$ cat src/design/i2p_pkg.sv
`timescale 1ns / 1ps
// ----------------------------------------------------------------------------
// i2p_pkg
// Shared constants, types and character helpers for the infix to postfix
// converter.
// ----------------------------------------------------------------------------
package i2p_pkg;

  localparam int STACK_DEPTH = 32;
  localparam int CNT_W       = $clog2(STACK_DEPTH + 1);
  localparam int IDX_W       = $clog2(STACK_DEPTH);

  localparam logic [7:0] CH_MUL   = 8'h2A;
  localparam logic [7:0] CH_DIV   = 8'h2F;
  localparam logic [7:0] CH_ADD   = 8'h2B;
  localparam logic [7:0] CH_SUB   = 8'h2D;
  localparam logic [7:0] CH_POW   = 8'h5E;
  localparam logic [7:0] CH_OPEN  = 8'h28;
  localparam logic [7:0] CH_CLOSE = 8'h29;

  localparam logic [1:0] CLS_ALNUM = 2'd0;
  localparam logic [1:0] CLS_OPEN  = 2'd1;
  localparam logic [1:0] CLS_CLOSE = 2'd2;
  localparam logic [1:0] CLS_OPER  = 2'd3;

  localparam logic [1:0] ERR_NONE      = 2'd0;
  localparam logic [1:0] ERR_OVERFLOW  = 2'd1;
  localparam logic [1:0] ERR_UNM_CLOSE = 2'd2;
  localparam logic [1:0] ERR_UNM_OPEN  = 2'd3;

  // Commands from the controller to the datapath.
  typedef struct packed {
    logic       load;      // take a new item
    logic       push;      // push the current character
    logic       pop;       // drop the stack top
    logic       emit;      // release a character into the pending slot
    logic       emit_top;  // source of the released character: 1 top, 0 current
    logic       err_set;   // record an error if none is recorded yet
    logic [1:0] err_code;
    logic       finish;    // send the closing beat of the item
  } cmd_t;

  // Status from the datapath to the controller.
  typedef struct packed {
    logic [1:0] cls;
    logic       empty;
    logic       full;
    logic       top_open;
    logic       outranks;
    logic       last;
    logic       pend_valid;
    logic       slot_free;
  } stat_t;

  function automatic logic [1:0] rank_of(input logic [7:0] ch);
    logic [1:0] r;
    r = 2'd0;
    if (ch == CH_POW) r = 2'd3;
    else if (ch == CH_MUL || ch == CH_DIV) r = 2'd2;
    else if (ch == CH_ADD || ch == CH_SUB) r = 2'd1;
    return r;
  endfunction

  function automatic logic [1:0] char_class(input logic [7:0] ch);
    logic [1:0] c;
    if ((ch >= 8'h30 && ch <= 8'h39) || (ch >= 8'h41 && ch <= 8'h5A) ||
        (ch >= 8'h61 && ch <= 8'h7A)) c = CLS_ALNUM;
    else if (ch == CH_OPEN) c = CLS_OPEN;
    else if (ch == CH_CLOSE) c = CLS_CLOSE;
    else c = CLS_OPER;
    return c;
  endfunction

endpackage

$ cat src/design/i2p_in_if.sv
`timescale 1ns / 1ps
// ----------------------------------------------------------------------------
// i2p_in_if
// Input channel: one infix character per beat.
// ----------------------------------------------------------------------------
interface i2p_in_if;
  logic       valid;
  logic       ready;
  logic [7:0] in_char;
  logic       end_of_expr;

  modport source (output valid, output in_char, output end_of_expr, input ready);
  modport sink   (input valid, input in_char, input end_of_expr, output ready);
endinterface

$ cat src/design/i2p_out_if.sv
`timescale 1ns / 1ps
// ----------------------------------------------------------------------------
// i2p_out_if
// Output channel: one postfix character or status per beat.
// ----------------------------------------------------------------------------
interface i2p_out_if;
  logic       valid;
  logic       ready;
  logic [7:0] out_char;
  logic       has_char;
  logic       run_last;
  logic       expr_done;
  logic [1:0] error_code;

  modport source (output valid, output out_char, output has_char, output run_last,
                  output expr_done, output error_code, input ready);
  modport sink   (input valid, input out_char, input has_char, input run_last,
                  input expr_done, input error_code, output ready);
endinterface

$ cat src/design/i2p_datapath.sv
`timescale 1ns / 1ps
// ----------------------------------------------------------------------------
// i2p_datapath
// Operator stack, current item, one-deep pending character and output register.
// ----------------------------------------------------------------------------
module i2p_datapath (
  input  logic            clk,
  input  logic            rst,
  input  i2p_pkg::cmd_t   cmd,
  output i2p_pkg::stat_t  stat,
  input  logic [7:0]      in_char,
  input  logic            end_of_expr,
  i2p_out_if.source       out_ch
);

  logic [7:0]               stack [i2p_pkg::STACK_DEPTH];
  logic [i2p_pkg::CNT_W-1:0] count;
  logic [i2p_pkg::CNT_W-1:0] top_addr;
  logic [7:0]               top;
  logic [7:0]               cur_char;
  logic                     cur_last;
  logic [1:0]               err;
  logic                     pend_valid;
  logic [7:0]               pend_char;
  logic                     out_valid;
  logic [7:0]               out_char;
  logic                     out_has;
  logic                     out_run_last;
  logic                     out_done;
  logic [1:0]               out_err;
  logic                     send;
  logic [1:0]               rank_top;
  logic [1:0]               rank_cur;

  assign top_addr = count - i2p_pkg::CNT_W'(1);
  assign top      = stack[top_addr[i2p_pkg::IDX_W-1:0]];
  assign rank_top = i2p_pkg::rank_of(top);
  assign rank_cur = i2p_pkg::rank_of(cur_char);
  // A character already held is sent on when a new one arrives or the item closes.
  assign send     = (cmd.emit && pend_valid) || cmd.finish;

  always_comb begin
    stat.cls        = i2p_pkg::char_class(cur_char);
    stat.empty      = (count == '0);
    stat.full       = (count == i2p_pkg::CNT_W'(i2p_pkg::STACK_DEPTH));
    stat.top_open   = (top == i2p_pkg::CH_OPEN);
    stat.outranks   = (rank_top > rank_cur) ||
                      ((rank_top == rank_cur) && (cur_char != i2p_pkg::CH_POW));
    stat.last       = cur_last;
    stat.pend_valid = pend_valid;
    stat.slot_free  = !out_valid || out_ch.ready;
  end

  always_ff @(posedge clk) begin
    if (cmd.push) begin
      stack[count[i2p_pkg::IDX_W-1:0]] <= cur_char;
    end
  end

  always_ff @(posedge clk) begin
    if (rst) begin
      count      <= '0;
      pend_valid <= 1'b0;
      out_valid  <= 1'b0;
    end else begin
      if (cmd.push) count <= count + i2p_pkg::CNT_W'(1);
      else if (cmd.pop) count <= top_addr;
      if (cmd.emit) pend_valid <= 1'b1;
      else if (cmd.finish || cmd.load) pend_valid <= 1'b0;
      if (send) out_valid <= 1'b1;
      else if (out_ch.ready) out_valid <= 1'b0;
    end
  end

  always_ff @(posedge clk) begin
    if (cmd.load) begin
      cur_char <= in_char;
      cur_last <= end_of_expr;
      err      <= i2p_pkg::ERR_NONE;
    end else if (cmd.err_set && err == i2p_pkg::ERR_NONE) begin
      err <= cmd.err_code;
    end
    if (cmd.emit) begin
      pend_char <= cmd.emit_top ? top : cur_char;
    end
    if (cmd.finish) begin
      out_char     <= pend_valid ? pend_char : 8'h00;
      out_has      <= pend_valid;
      out_run_last <= 1'b1;
      out_done     <= cur_last;
      out_err      <= err;
    end else if (send) begin
      out_char     <= pend_char;
      out_has      <= 1'b1;
      out_run_last <= 1'b0;
      out_done     <= 1'b0;
      out_err      <= i2p_pkg::ERR_NONE;
    end
  end

  assign out_ch.valid      = out_valid;
  assign out_ch.out_char   = out_char;
  assign out_ch.has_char   = out_has;
  assign out_ch.run_last   = out_run_last;
  assign out_ch.expr_done  = out_done;
  assign out_ch.error_code = out_err;

endmodule

$ cat src/design/i2p_ctrl.sv
`timescale 1ns / 1ps
// ----------------------------------------------------------------------------
// i2p_ctrl
// Sequencer: classifies each character; pops one a cycle while not stalled.
// ----------------------------------------------------------------------------
module i2p_ctrl (
  input  logic           clk,
  input  logic           rst,
  input  logic           in_valid,
  output logic           in_ready,
  input  i2p_pkg::stat_t stat,
  output i2p_pkg::cmd_t  cmd
);

  localparam logic [2:0] S_IDLE     = 3'd0;
  localparam logic [2:0] S_DISPATCH = 3'd1;
  localparam logic [2:0] S_CLOSE    = 3'd2;
  localparam logic [2:0] S_OPPOP    = 3'd3;
  localparam logic [2:0] S_DRAIN    = 3'd4;
  localparam logic [2:0] S_FINAL    = 3'd5;

  logic [2:0] state;
  logic [2:0] state_next;
  logic       can_emit;

  // Releasing a character only needs the output register when one is pending.
  assign can_emit = !stat.pend_valid || stat.slot_free;
  // Nothing is taken while reset is held.
  assign in_ready = (state == S_IDLE) && !rst;

  always_comb begin
    cmd        = '0;
    state_next = state;
    case (state)
      S_IDLE: begin
        if (in_valid) begin
          cmd.load   = 1'b1;
          state_next = S_DISPATCH;
        end
      end
      S_DISPATCH: begin
        case (stat.cls)
          i2p_pkg::CLS_ALNUM: begin
            if (can_emit) begin
              cmd.emit   = 1'b1;
              state_next = S_DRAIN;
            end
          end
          i2p_pkg::CLS_OPEN: begin
            if (stat.full) begin
              cmd.err_set  = 1'b1;
              cmd.err_code = i2p_pkg::ERR_OVERFLOW;
            end else begin
              cmd.push = 1'b1;
            end
            state_next = S_DRAIN;
          end
          i2p_pkg::CLS_CLOSE: state_next = S_CLOSE;
          default:            state_next = S_OPPOP;
        endcase
      end
      S_CLOSE: begin
        if (stat.empty) begin
          cmd.err_set  = 1'b1;
          cmd.err_code = i2p_pkg::ERR_UNM_CLOSE;
          state_next   = S_DRAIN;
        end else if (stat.top_open) begin
          cmd.pop    = 1'b1;
          state_next = S_DRAIN;
        end else if (can_emit) begin
          cmd.emit     = 1'b1;
          cmd.emit_top = 1'b1;
          cmd.pop      = 1'b1;
        end
      end
      S_OPPOP: begin
        if (!stat.empty && !stat.top_open && stat.outranks) begin
          if (can_emit) begin
            cmd.emit     = 1'b1;
            cmd.emit_top = 1'b1;
            cmd.pop      = 1'b1;
          end
        end else begin
          if (stat.full) begin
            cmd.err_set  = 1'b1;
            cmd.err_code = i2p_pkg::ERR_OVERFLOW;
          end else begin
            cmd.push = 1'b1;
          end
          state_next = S_DRAIN;
        end
      end
      S_DRAIN: begin
        if (!stat.last || stat.empty) begin
          state_next = S_FINAL;
        end else if (stat.top_open) begin
          cmd.pop      = 1'b1;
          cmd.err_set  = 1'b1;
          cmd.err_code = i2p_pkg::ERR_UNM_OPEN;
        end else if (can_emit) begin
          cmd.emit     = 1'b1;
          cmd.emit_top = 1'b1;
          cmd.pop      = 1'b1;
        end
      end
      S_FINAL: begin
        if (stat.slot_free) begin
          cmd.finish = 1'b1;
          state_next = S_IDLE;
        end
      end
      default: state_next = S_IDLE;
    endcase
  end

  always_ff @(posedge clk) begin
    if (rst) begin
      state <= S_IDLE;
    end else begin
      state <= state_next;
    end
  end

endmodule

$ cat src/design/infix_to_postfix_converter.sv
`timescale 1ns / 1ps
// ----------------------------------------------------------------------------
// infix_to_postfix_converter
// Shunting-yard conversion of an infix character stream into postfix beats.
// ----------------------------------------------------------------------------
// Throughput: one item at a time; a new character is taken only once the
// closing beat of the previous one has been loaded into the output register.
// Latency: each earlier beat is presented at the edge that releases the next
// character; the closing beat is presented as input readiness returns.
// Output back-pressure stalls any release or closing beat that needs the register.
// Reset (rst, synchronous, active high) empties the stack and the output register.
// ----------------------------------------------------------------------------
module infix_to_postfix_converter (
  input  logic      clk,
  input  logic      rst,
  i2p_in_if.sink    in_ch,
  i2p_out_if.source out_ch
);

  // The controller and the datapath talk only through these two bundles.
  i2p_pkg::cmd_t  cmd;
  i2p_pkg::stat_t stat;

  // The controller decides, cycle by cycle, whether to push, pop or release a
  // character. It stays in each popping state until the stop condition of
  // that loop is met, and it waits whenever a release would need the output
  // register while a beat there has not yet been taken.
  i2p_ctrl u_ctrl (
    .clk      (clk),
    .rst      (rst),
    .in_valid (in_ch.valid),
    .in_ready (in_ch.ready),
    .stat     (stat),
    .cmd      (cmd)
  );

  // The datapath holds one released character back, so that the final beat
  // of an item can carry the run_last, expr_done and error_code fields. When
  // an item releases nothing, its final beat is a status-only one.
  i2p_datapath u_dp (
    .clk         (clk),
    .rst         (rst),
    .cmd         (cmd),
    .stat        (stat),
    .in_char     (in_ch.in_char),
    .end_of_expr (in_ch.end_of_expr),
    .out_ch      (out_ch)
  );

endmodule

$ cat src/flat_wrapper.sv
// flat-port wrapper written by rule: the top's interface ports become plain ports
module infix_to_postfix_converter_flat 
  (clk, rst, in_ch_valid, in_ch_in_char, in_ch_end_of_expr, in_ch_ready, out_ch_valid, out_ch_out_char, out_ch_has_char, out_ch_run_last, out_ch_expr_done, out_ch_error_code, out_ch_ready);
  i2p_in_if in_ch_i ();
  i2p_out_if out_ch_i ();
  input  logic clk;
  input  logic rst;
  input wire logic [$bits(in_ch_i.valid)-1:0] in_ch_valid;
  input wire logic [$bits(in_ch_i.in_char)-1:0] in_ch_in_char;
  input wire logic [$bits(in_ch_i.end_of_expr)-1:0] in_ch_end_of_expr;
  output wire logic [$bits(in_ch_i.ready)-1:0] in_ch_ready;
  output wire logic [$bits(out_ch_i.valid)-1:0] out_ch_valid;
  output wire logic [$bits(out_ch_i.out_char)-1:0] out_ch_out_char;
  output wire logic [$bits(out_ch_i.has_char)-1:0] out_ch_has_char;
  output wire logic [$bits(out_ch_i.run_last)-1:0] out_ch_run_last;
  output wire logic [$bits(out_ch_i.expr_done)-1:0] out_ch_expr_done;
  output wire logic [$bits(out_ch_i.error_code)-1:0] out_ch_error_code;
  input wire logic [$bits(out_ch_i.ready)-1:0] out_ch_ready;
  assign in_ch_i.valid = in_ch_valid;
  assign in_ch_i.in_char = in_ch_in_char;
  assign in_ch_i.end_of_expr = in_ch_end_of_expr;
  assign in_ch_ready = in_ch_i.ready;
  assign out_ch_valid = out_ch_i.valid;
  assign out_ch_out_char = out_ch_i.out_char;
  assign out_ch_has_char = out_ch_i.has_char;
  assign out_ch_run_last = out_ch_i.run_last;
  assign out_ch_expr_done = out_ch_i.expr_done;
  assign out_ch_error_code = out_ch_i.error_code;
  assign out_ch_i.ready = out_ch_ready;
  infix_to_postfix_converter u_core (.clk(clk), .rst(rst), .in_ch(in_ch_i), .out_ch(out_ch_i));
endmodule
$ cat config.mk
export PLATFORM = sky130hd
export DESIGN_NAME = infix_to_postfix_converter_flat
export DESIGN_NICKNAME = d
export VERILOG_FILES = /design/src/design/i2p_pkg.sv /design/src/design/i2p_in_if.sv /design/src/design/i2p_out_if.sv /design/src/design/i2p_datapath.sv /design/src/design/i2p_ctrl.sv /design/src/design/infix_to_postfix_converter.sv /design/src/flat_wrapper.sv
export SDC_FILE = /design/constraint.sdc
export NUM_CORES = 1
export LEC_CHECK = 0
export CAP_MARGIN = 30
export CORE_UTILIZATION = 40
export DETAILED_ROUTE_END_ITERATION = 8
export DONT_BUFFER_PORTS = 1
export HOLD_SLACK_MARGIN = 0.15
export PLACE_DENSITY = 0.64
export SKIP_LAST_GASP = 1
export SYNTH_ARGS = -nofsm -noshare
export SYNTH_HDL_FRONTEND = slang
export SYNTH_SLANG_ARGS = --single-unit
$ cat constraint.sdc
create_clock -name clk -period 11 [get_ports clk]
set_input_delay 0.55 -clock clk [delete_from_list [all_inputs] [get_ports clk]]
set_output_delay 0.55 -clock clk [all_outputs]
set_load 0.03 [all_outputs]
==> Word level (Yosys, flattened, before mapping) <==
Memory sizes are Yosys's and may differ from the RTL's.
Index checks and enable logic that the tools add are counted.
{ "word_totals": {"inputBits": 13, "mem_count": 1, "wordCells": 149, "ram_bits": 256, "regBits": 43, "output_inout_bits": 15} }
{ "memory_table": {"columns": ["memory", "depth", "width", "read_ports", "rd_ports_with_merged_regs", "write_ports", "line_no", "source"], "rows": [
  ["u_core.u_dp.stack", 32, 8, 1, 0, 1, "i2p_datapath.sv:16", "logic [7:0] stack [i2p_pkg::STACK_DEPTH];"]
]} }
{ "op_classes": {"reduce_logical": 36, "n_lt_le_gt_ge": 7, "muxes": 61, "eq_ne": 29, "add_sub_neg": 2} }
{ "ops": {"columns": ["op", "n"], "rows": [
  ["== test 8 x 6 -> 1 bit (second input constant)", 11],
  ["2-to-1 mux 3 bit", 15],
  ["2-to-1 mux 8 bit", 4],
  ["2-to-1 mux 1 bit", 23],
  ["2-to-1 mux 2 bit", 9],
  ["2-to-1 mux 6 bit", 3],
  ["case mux 3 bit (6 select lines)", 1],
  ["== test 8 x 7 -> 1 bit (second input constant)", 2],
  [">= comparator 8 x 7 -> 1 bit (second input constant)", 2],
  ["less-or-equal comparator 8 x 7 -> 1 bit (second input constant)", 2],
  ["logical OR 1 bit", 12],
  ["case mux 3 bit (4 select lines)", 1],
  ["logical AND 1 bit", 9],
  ["case mux 3 bit (3 select lines)", 1],
  [">= comparator 8 x 6 -> 1 bit (second input constant)", 1],
  ["less-or-equal comparator 8 x 6 -> 1 bit (second input constant)", 1],
  ["inequality test 2 bit (second input constant)", 4],
  ["inequality test 8 x 7 -> 1 bit (second input constant)", 1],
  ["nonzero test 2 bit", 4],
  ["adder 6 x 1 -> 6 bit (second input constant)", 1],
  ["== test 3 x 2 -> 1 bit (second input constant)", 2],
  ["== test 3 bit (second input constant)", 2],
  ["== test 6 bit (second input constant)", 1],
  ["zero test 1 bit", 6],
  ["14 further kinds", 17]
]} }

==> Depth between registers and ports, before layout <==
An unclocked memory read counts as a cell.
{ "logic_depth": {"ltp_word": 17, "mapped_depth": 28, "mapped_depth_nobuf": 21} }

==> By module <==
Synthesis repeated with hierarchy kept, for this count alone.
{ "hier_totals": {"hier_cells": 752, "hier_area_um2": 12633.4} }
{ "by_module_without_submodules": {"columns": ["mod", "instances", "area_each_um2", "seq_area_each_um2", "cells_per_inst"], "rows": [
  ["i2p_datapath", 1, 12225.5, 8778.4, 694],
  ["i2p_ctrl", 1, 407.9, 60.1, 58]
]} }

==> Least setup slack after synthesis <==
Ideal clock, no wire load.
{ "synth_timing": {"path_type": "register to register", "from": "reg u_core.u_dp.count[0] (netlist name)", "to": "mem u_core.u_dp.stack[13][0], enable pin", "path_slack_ps": 5149, "t_required_ps": 10617, "stages_incl_launch_ff": 24, "t_arrival_ps": 5468, "period_less_slack_ps": 5851, "path_cell_list": "dfxtp_1 > buf_6 > buf_4 > buf_2 > clkinv_1 > ha_1 > buf_2 > clkbuf_1 > mux4_2 > mux2i_1 > o21ai_0 > and4_1 > nor3_4 > nor4bb_1 > o21ai_0 > ha_1 > nand2b_1 > a21oi_1 > a21oi_1 > and2_1 > and2_1 > a21oi_4 > nand2_1 > nor3_1"} }
{ "synth_between": {"elab_chain_cells": 15, "word_cells_on_any_way": 29, "cone_classes": "1 x add/sub; 1 x order compare; 8 x eq/ne; 9 x mux; 9 x reduce/logical; 1 x memory"} }
{ "synth_rtl": {"columns": ["element", "line_no", "source"], "rows": [
  ["start: declaration", "i2p_datapath.sv:17", "logic [i2p_pkg::CNT_W-1:0] count;"],
  ["start signal: assignment", "i2p_datapath.sv:66", "if (cmd.push) count <= count + i2p_pkg::CNT_W'(1);"],
  ["start signal: assignment", "i2p_datapath.sv:67", "else if (cmd.pop) count <= top_addr;"],
  ["subtractor 6 x 1 -> 6 bit", "i2p_datapath.sv:35", "assign top_addr = count - i2p_pkg::CNT_W'(1);"],
  ["memory read (32 x 8 bit)", null, null],
  ["== test 8 x 6 -> 1 bit", "i2p_pkg.sv:60", "else if (ch == CH_ADD || ch == CH_SUB) r = 2'd1;"],
  ["logical OR 1 bit", "i2p_pkg.sv:60", null],
  ["2-to-1 mux 1 bit", "i2p_pkg.sv:60", null],
  ["2-to-1 mux 2 bit", "i2p_pkg.sv:59", "else if (ch == CH_MUL || ch == CH_DIV) r = 2'd2;"],
  ["2-to-1 mux 2 bit", "i2p_pkg.sv:58", "if (ch == CH_POW) r = 2'd3;"],
  ["== test 2 bit", "i2p_datapath.sv:48", "((rank_top == rank_cur) && (cur_char != i2p_pkg::CH_POW));"],
  ["logical AND 1 bit", "i2p_datapath.sv:48", null],
  ["logical OR 1 bit", "i2p_datapath.sv:47", "stat.outranks = (rank_top > rank_cur) ||"],
  ["logical AND 1 bit", "i2p_ctrl.sv:77", "if (!stat.empty && !stat.top_open && stat.outranks) begin"],
  ["2-to-1 mux 1 bit", "i2p_ctrl.sv:77", null],
  ["case mux 1 bit (2 select lines)", "i2p_ctrl.sv:34", "case (state)"],
  ["2-to-1 mux 1 bit", "i2p_datapath.sv:55", "if (cmd.push) begin"],
  ["2-to-1 mux 1 bit (implied by the code)", "i2p_datapath.sv:56", "stack[count[i2p_pkg::IDX_W-1:0]] <= cur_char;"],
  ["end: declaration", "i2p_datapath.sv:16", null]
]} }
Parallel ways exist; a longest one is shown, timed or not.

==> Worst setup path in the final report <==
{ "layout_timing": {"from": "reg u_core.u_dp.count[0] (netlist name)", "to": "mem u_core.u_dp.stack[1][7], enable pin"} }
Same word-level chain as after synthesis.

==> flow_summary.json <==
{
  "status": "completed",
  "dp_cells": 1116,
  "fin_cells": 1185,
  "synth.area.mux_share": 0.1392,
  "rows": 64,
  "port-buffer-count": 0,
  "slowest_delay_ns": 0.81,
  "yosysUniqueCellTypes": 70,
  "switchingPower_mw": 1.338,
  "final.setup_skew_ns": 0.007041,
  "fillers": 2581,
  "first_pass_iters": 5,
  "io_pins": 28,
  "gp_congestion": 0.9048,
  "core_mm2": 0.03091,
  "hold_viol": 0,
  "ys_ff_latch": 299,
  "critPathLaunchType": "register",
  "grt-ovfl-total": 0,
  "ys_top_cells_by_area": "edfxtp_1 67%, mux4_2 11%, mux2i_1 2.8%",
  "p_comb_frac": 0.361,
  "vdd_drop_max_uv": 162.7,
  "synth_compound_area_frac": 0.04985,
  "grt_pass1_vias": 6502,
  "hold_path.class": "in -> reg",
  "clockRootBuffer": "clkbuf_16",
  "post-synth-top-count-cell": "edfxtp_1",
  "power_density_mw_per_mm2": 270.7,
  "via_per_inst": 5.586,
  "die-area_mm2": 0.03247,
  "synth_top_family_by_area": "multiplexers",
  "power.total_mw": 3.848,
  "fmax_mhz": 140.2,
  "finalInstanceArea_mm2": 0.01421,
  "syn_area_mm2": 0.01270,
  "syn_inst": 742,
  "numCtsBuffers": 30,
  "antenna_found_initial": 0,
  "netlist.area_leader.share": 0.6738,
  "crit_chain": "clkinv_1 > ha_1 > xor2_4 > buf_4 > mux4_2 > mux2i_1 > o22ai_1 > nor4b_1 > nand3_1 > a21oi_1 > o21ai_0 > ha_1 > nand2b_1 > a21oi_1 > a21oi_1 > and2_1 > and2_1 > a21oi_4 > nand2_1 > nor2_1",
  "syn_nets": 762,
  "grt_max_degree": 45,
  "p_leak_nw": 4.502,
  "cts_tree": "done",
  "tns_ns": 0,
  "power.internal_mw": 2.510,
  "path_buf_inv": 2,
  "seqPwrFrac": 0.376,
  "ys.flop_type": "edfxtp_1",
  "cp_common_cell": "a21oi_1",
  "max_slew_margin": 0.3611,
  "antenna_left": 0,
  "path_class": "reg -> reg",
  "ys_seq_area_frac": 0.6959,
  "synth_edf_count": 285,
  "vias": 6620,
  "nNetsFinal": 786,
  "drc": 0,
  "avgRoutedWirePerCell_um": 22.13,
  "grt_pass1_wl_um": 40010,
  "cp_data_required_time_ns": 11.16,
  "slew_viol_final": 0,
  "yosysTopAreaCell": "edfxtp_1",
  "n_antenna_cell": 0,
  "drt_iter0_markers": 643,
  "worst_pin_slew_ns": 0.9549,
  "async_reset_ff_frac": 0,
  "cp_data_arrival_time_ns": 7.30,
  "crit_path_max_fanout": 36,
  "cts_max_level": 1,
  "worst_path_max_delay_cell": "nor2_1",
  "synthXorXnorAreaFrac": 0.004926,
  "clk_pin_slew_ns": 0.06,
  "cts_num_sinks": 299,
  "clkPwrFrac": 0.262,
  "path_delay_family": "simple AND/OR/NAND/NOR gates",
  "grtUsageTotal": 0.1619,
  "place_hpwl_um": 16410,
  "totalWireLength_um": 26230,
  "synthAdderAreaFrac": 0.006896,
  "avgSynthCellArea_um2": 17.12,
  "die_w_um": 180.2,
  "syn_to_final_growth_pct": 11.90,
  "drive_gt1_frac": 0.1863,
  "cap_viol_max_count": 0,
  "clkLatencyLatePin_ns": 0.54,
  "synth-simple-area-share": 0.08186,
  "synth_warnings": 0,
  "synthTopCellsByCount": "285 x edfxtp_1, 60 x mux4_2, 50 x nor2_1",
  "fin_crit_sh": 0.6484,
  "rsz0062_at_grt": "no",
  "cts_buffer_depth": 3,
  "end_kind": "register",
  "min_period_ns": 7.132,
  "place_area_mm2": 0.01310,
  "fin_util": 0.4598,
  "die_y_um": 180.2,
  "start_util": 0.4109,
  "swShare": 0.3476,
  "finalSetupViolCount": 0
}
[cells in the final DEF (no fill, tap or decap), drive strengths merged, types with 4 or more instances in the layout]
cell	netlist	routed
edfxtp	285	285
mux4	60	60
nor2	51	51
nand2	40	40
clkbuf	12	37
mux2i	36	36
o21ai	25	25
nand3	21	21
nor2b	17	17
a21oi	16	16
nor3	16	16
buf	23	16
dfxtp	14	14
clkinv	1	14
inv	12	12
and2	12	12
dlygate4sd3	0	10
nand2b	8	8
nand4	8	8
ha	7	7
mux2	5	5
xnor2	4	4
a31oi	4	4
o21a	4	4
bufinv	0	4
[power by group through the flow]
stage          sequential [mW]  clock (mW)  combinational (mW)
6_report                  1.45        1.01                1.39
5_1_grt                   1.46        1.07                1.49
4_1_cts                   1.45        1.03                1.39
3_5_place_dp              1.47           0                1.38
3_3_place_gp              1.47           0                1.36
2_1_floorplan             1.45           0                1.03
[kinds of logic after synthesis]
family                     Yosys count
DFF                                299
and+or+nand+nor                    199
muxes                              101
AOI/OAI and AO/OA                   83
buffers and inverters               48
adders and majority gates            7
xor gates and xnor gates             5
[final timing paths]
| check | start | endpoint | slack (ns) | depth (start not counted) |
|---|---|---|---|---|
| min reg2reg | u_core.u_dp.err[1] | u_core.u_dp.err[1] | 0.50 | 2 |
| min | in_ch_valid | u_core.u_dp.err[0] | 0.19 | 2 |
| max reg2reg | u_core.u_dp.count[0] | u_core.u_dp.stack[1][7] | 3.87 | 20 |
| max | u_core.u_dp.count[0] | u_core.u_dp.stack[1][7] | 3.87 | 20 |
[worst register-to-register path, delay by kind of cell (launching register included)]
kind	cells	cell delay (ns)
adders and majority gates	2	0.86
DFF	1	0.73
xor gates and xnor gates	1	0.18
and+or+nand+nor	7	2.16
muxes	2	0.85
AOI/OAI and AO/OA	6	0.93
buffers and inverters	2	1.04
[registers in the layout (all words and copies together), names as in the netlist, 2 cells and up]
name,cells
u_core.u_dp.out_ch.error_code,2
u_core.u_dp.count,6
u_core.u_dp.pend_char,8
u_core.u_dp.cur_char,8
u_core.u_ctrl.state,3
u_core.u_dp.stack,256
u_core.u_dp.out_ch.out_char,8
u_core.u_dp.err,2
[cell type report]
class                   instances  area, µm²  share of cell area
flip-flops and latches        299       8842              0.6221
multi-input cells             395       3603              0.2535
repair buffers                 27      232.7             0.01637
inverters                      13      48.80            0.003433
well taps                     396      495.5             0.03486
clock inverters                19      195.2             0.01373
clock buffers                  36      794.5             0.05590
[repair_timing]
action                                 4_1_cts  5_1_grt
endpoints found under the hold margin       14        0
gates resized for setup                      0        0
hold buffers                                10        0
setup buffers                                0        0
[per-stage QoR]
step | hold WS (ns) | setup slack, ns
floorplan | 0.4510 | 5.149
global placement | 0.4871 | 3.827
detailed placement | 0.4873 | 3.797
CTS | 0.1733 | 3.786
global route | 0.1791 | 3.409
finish | 0.1881 | 3.868
[per-layer routing]
metal | track usage | wire [µm]
met1 | 0.2265 | 11610
met2 | 0.2664 | 12860
met3 | 0.02486 | 1294
met4 | 0.03932 | 466
met5 | 0 | 0
Note: power is estimated with default switching activity, not from simulation.
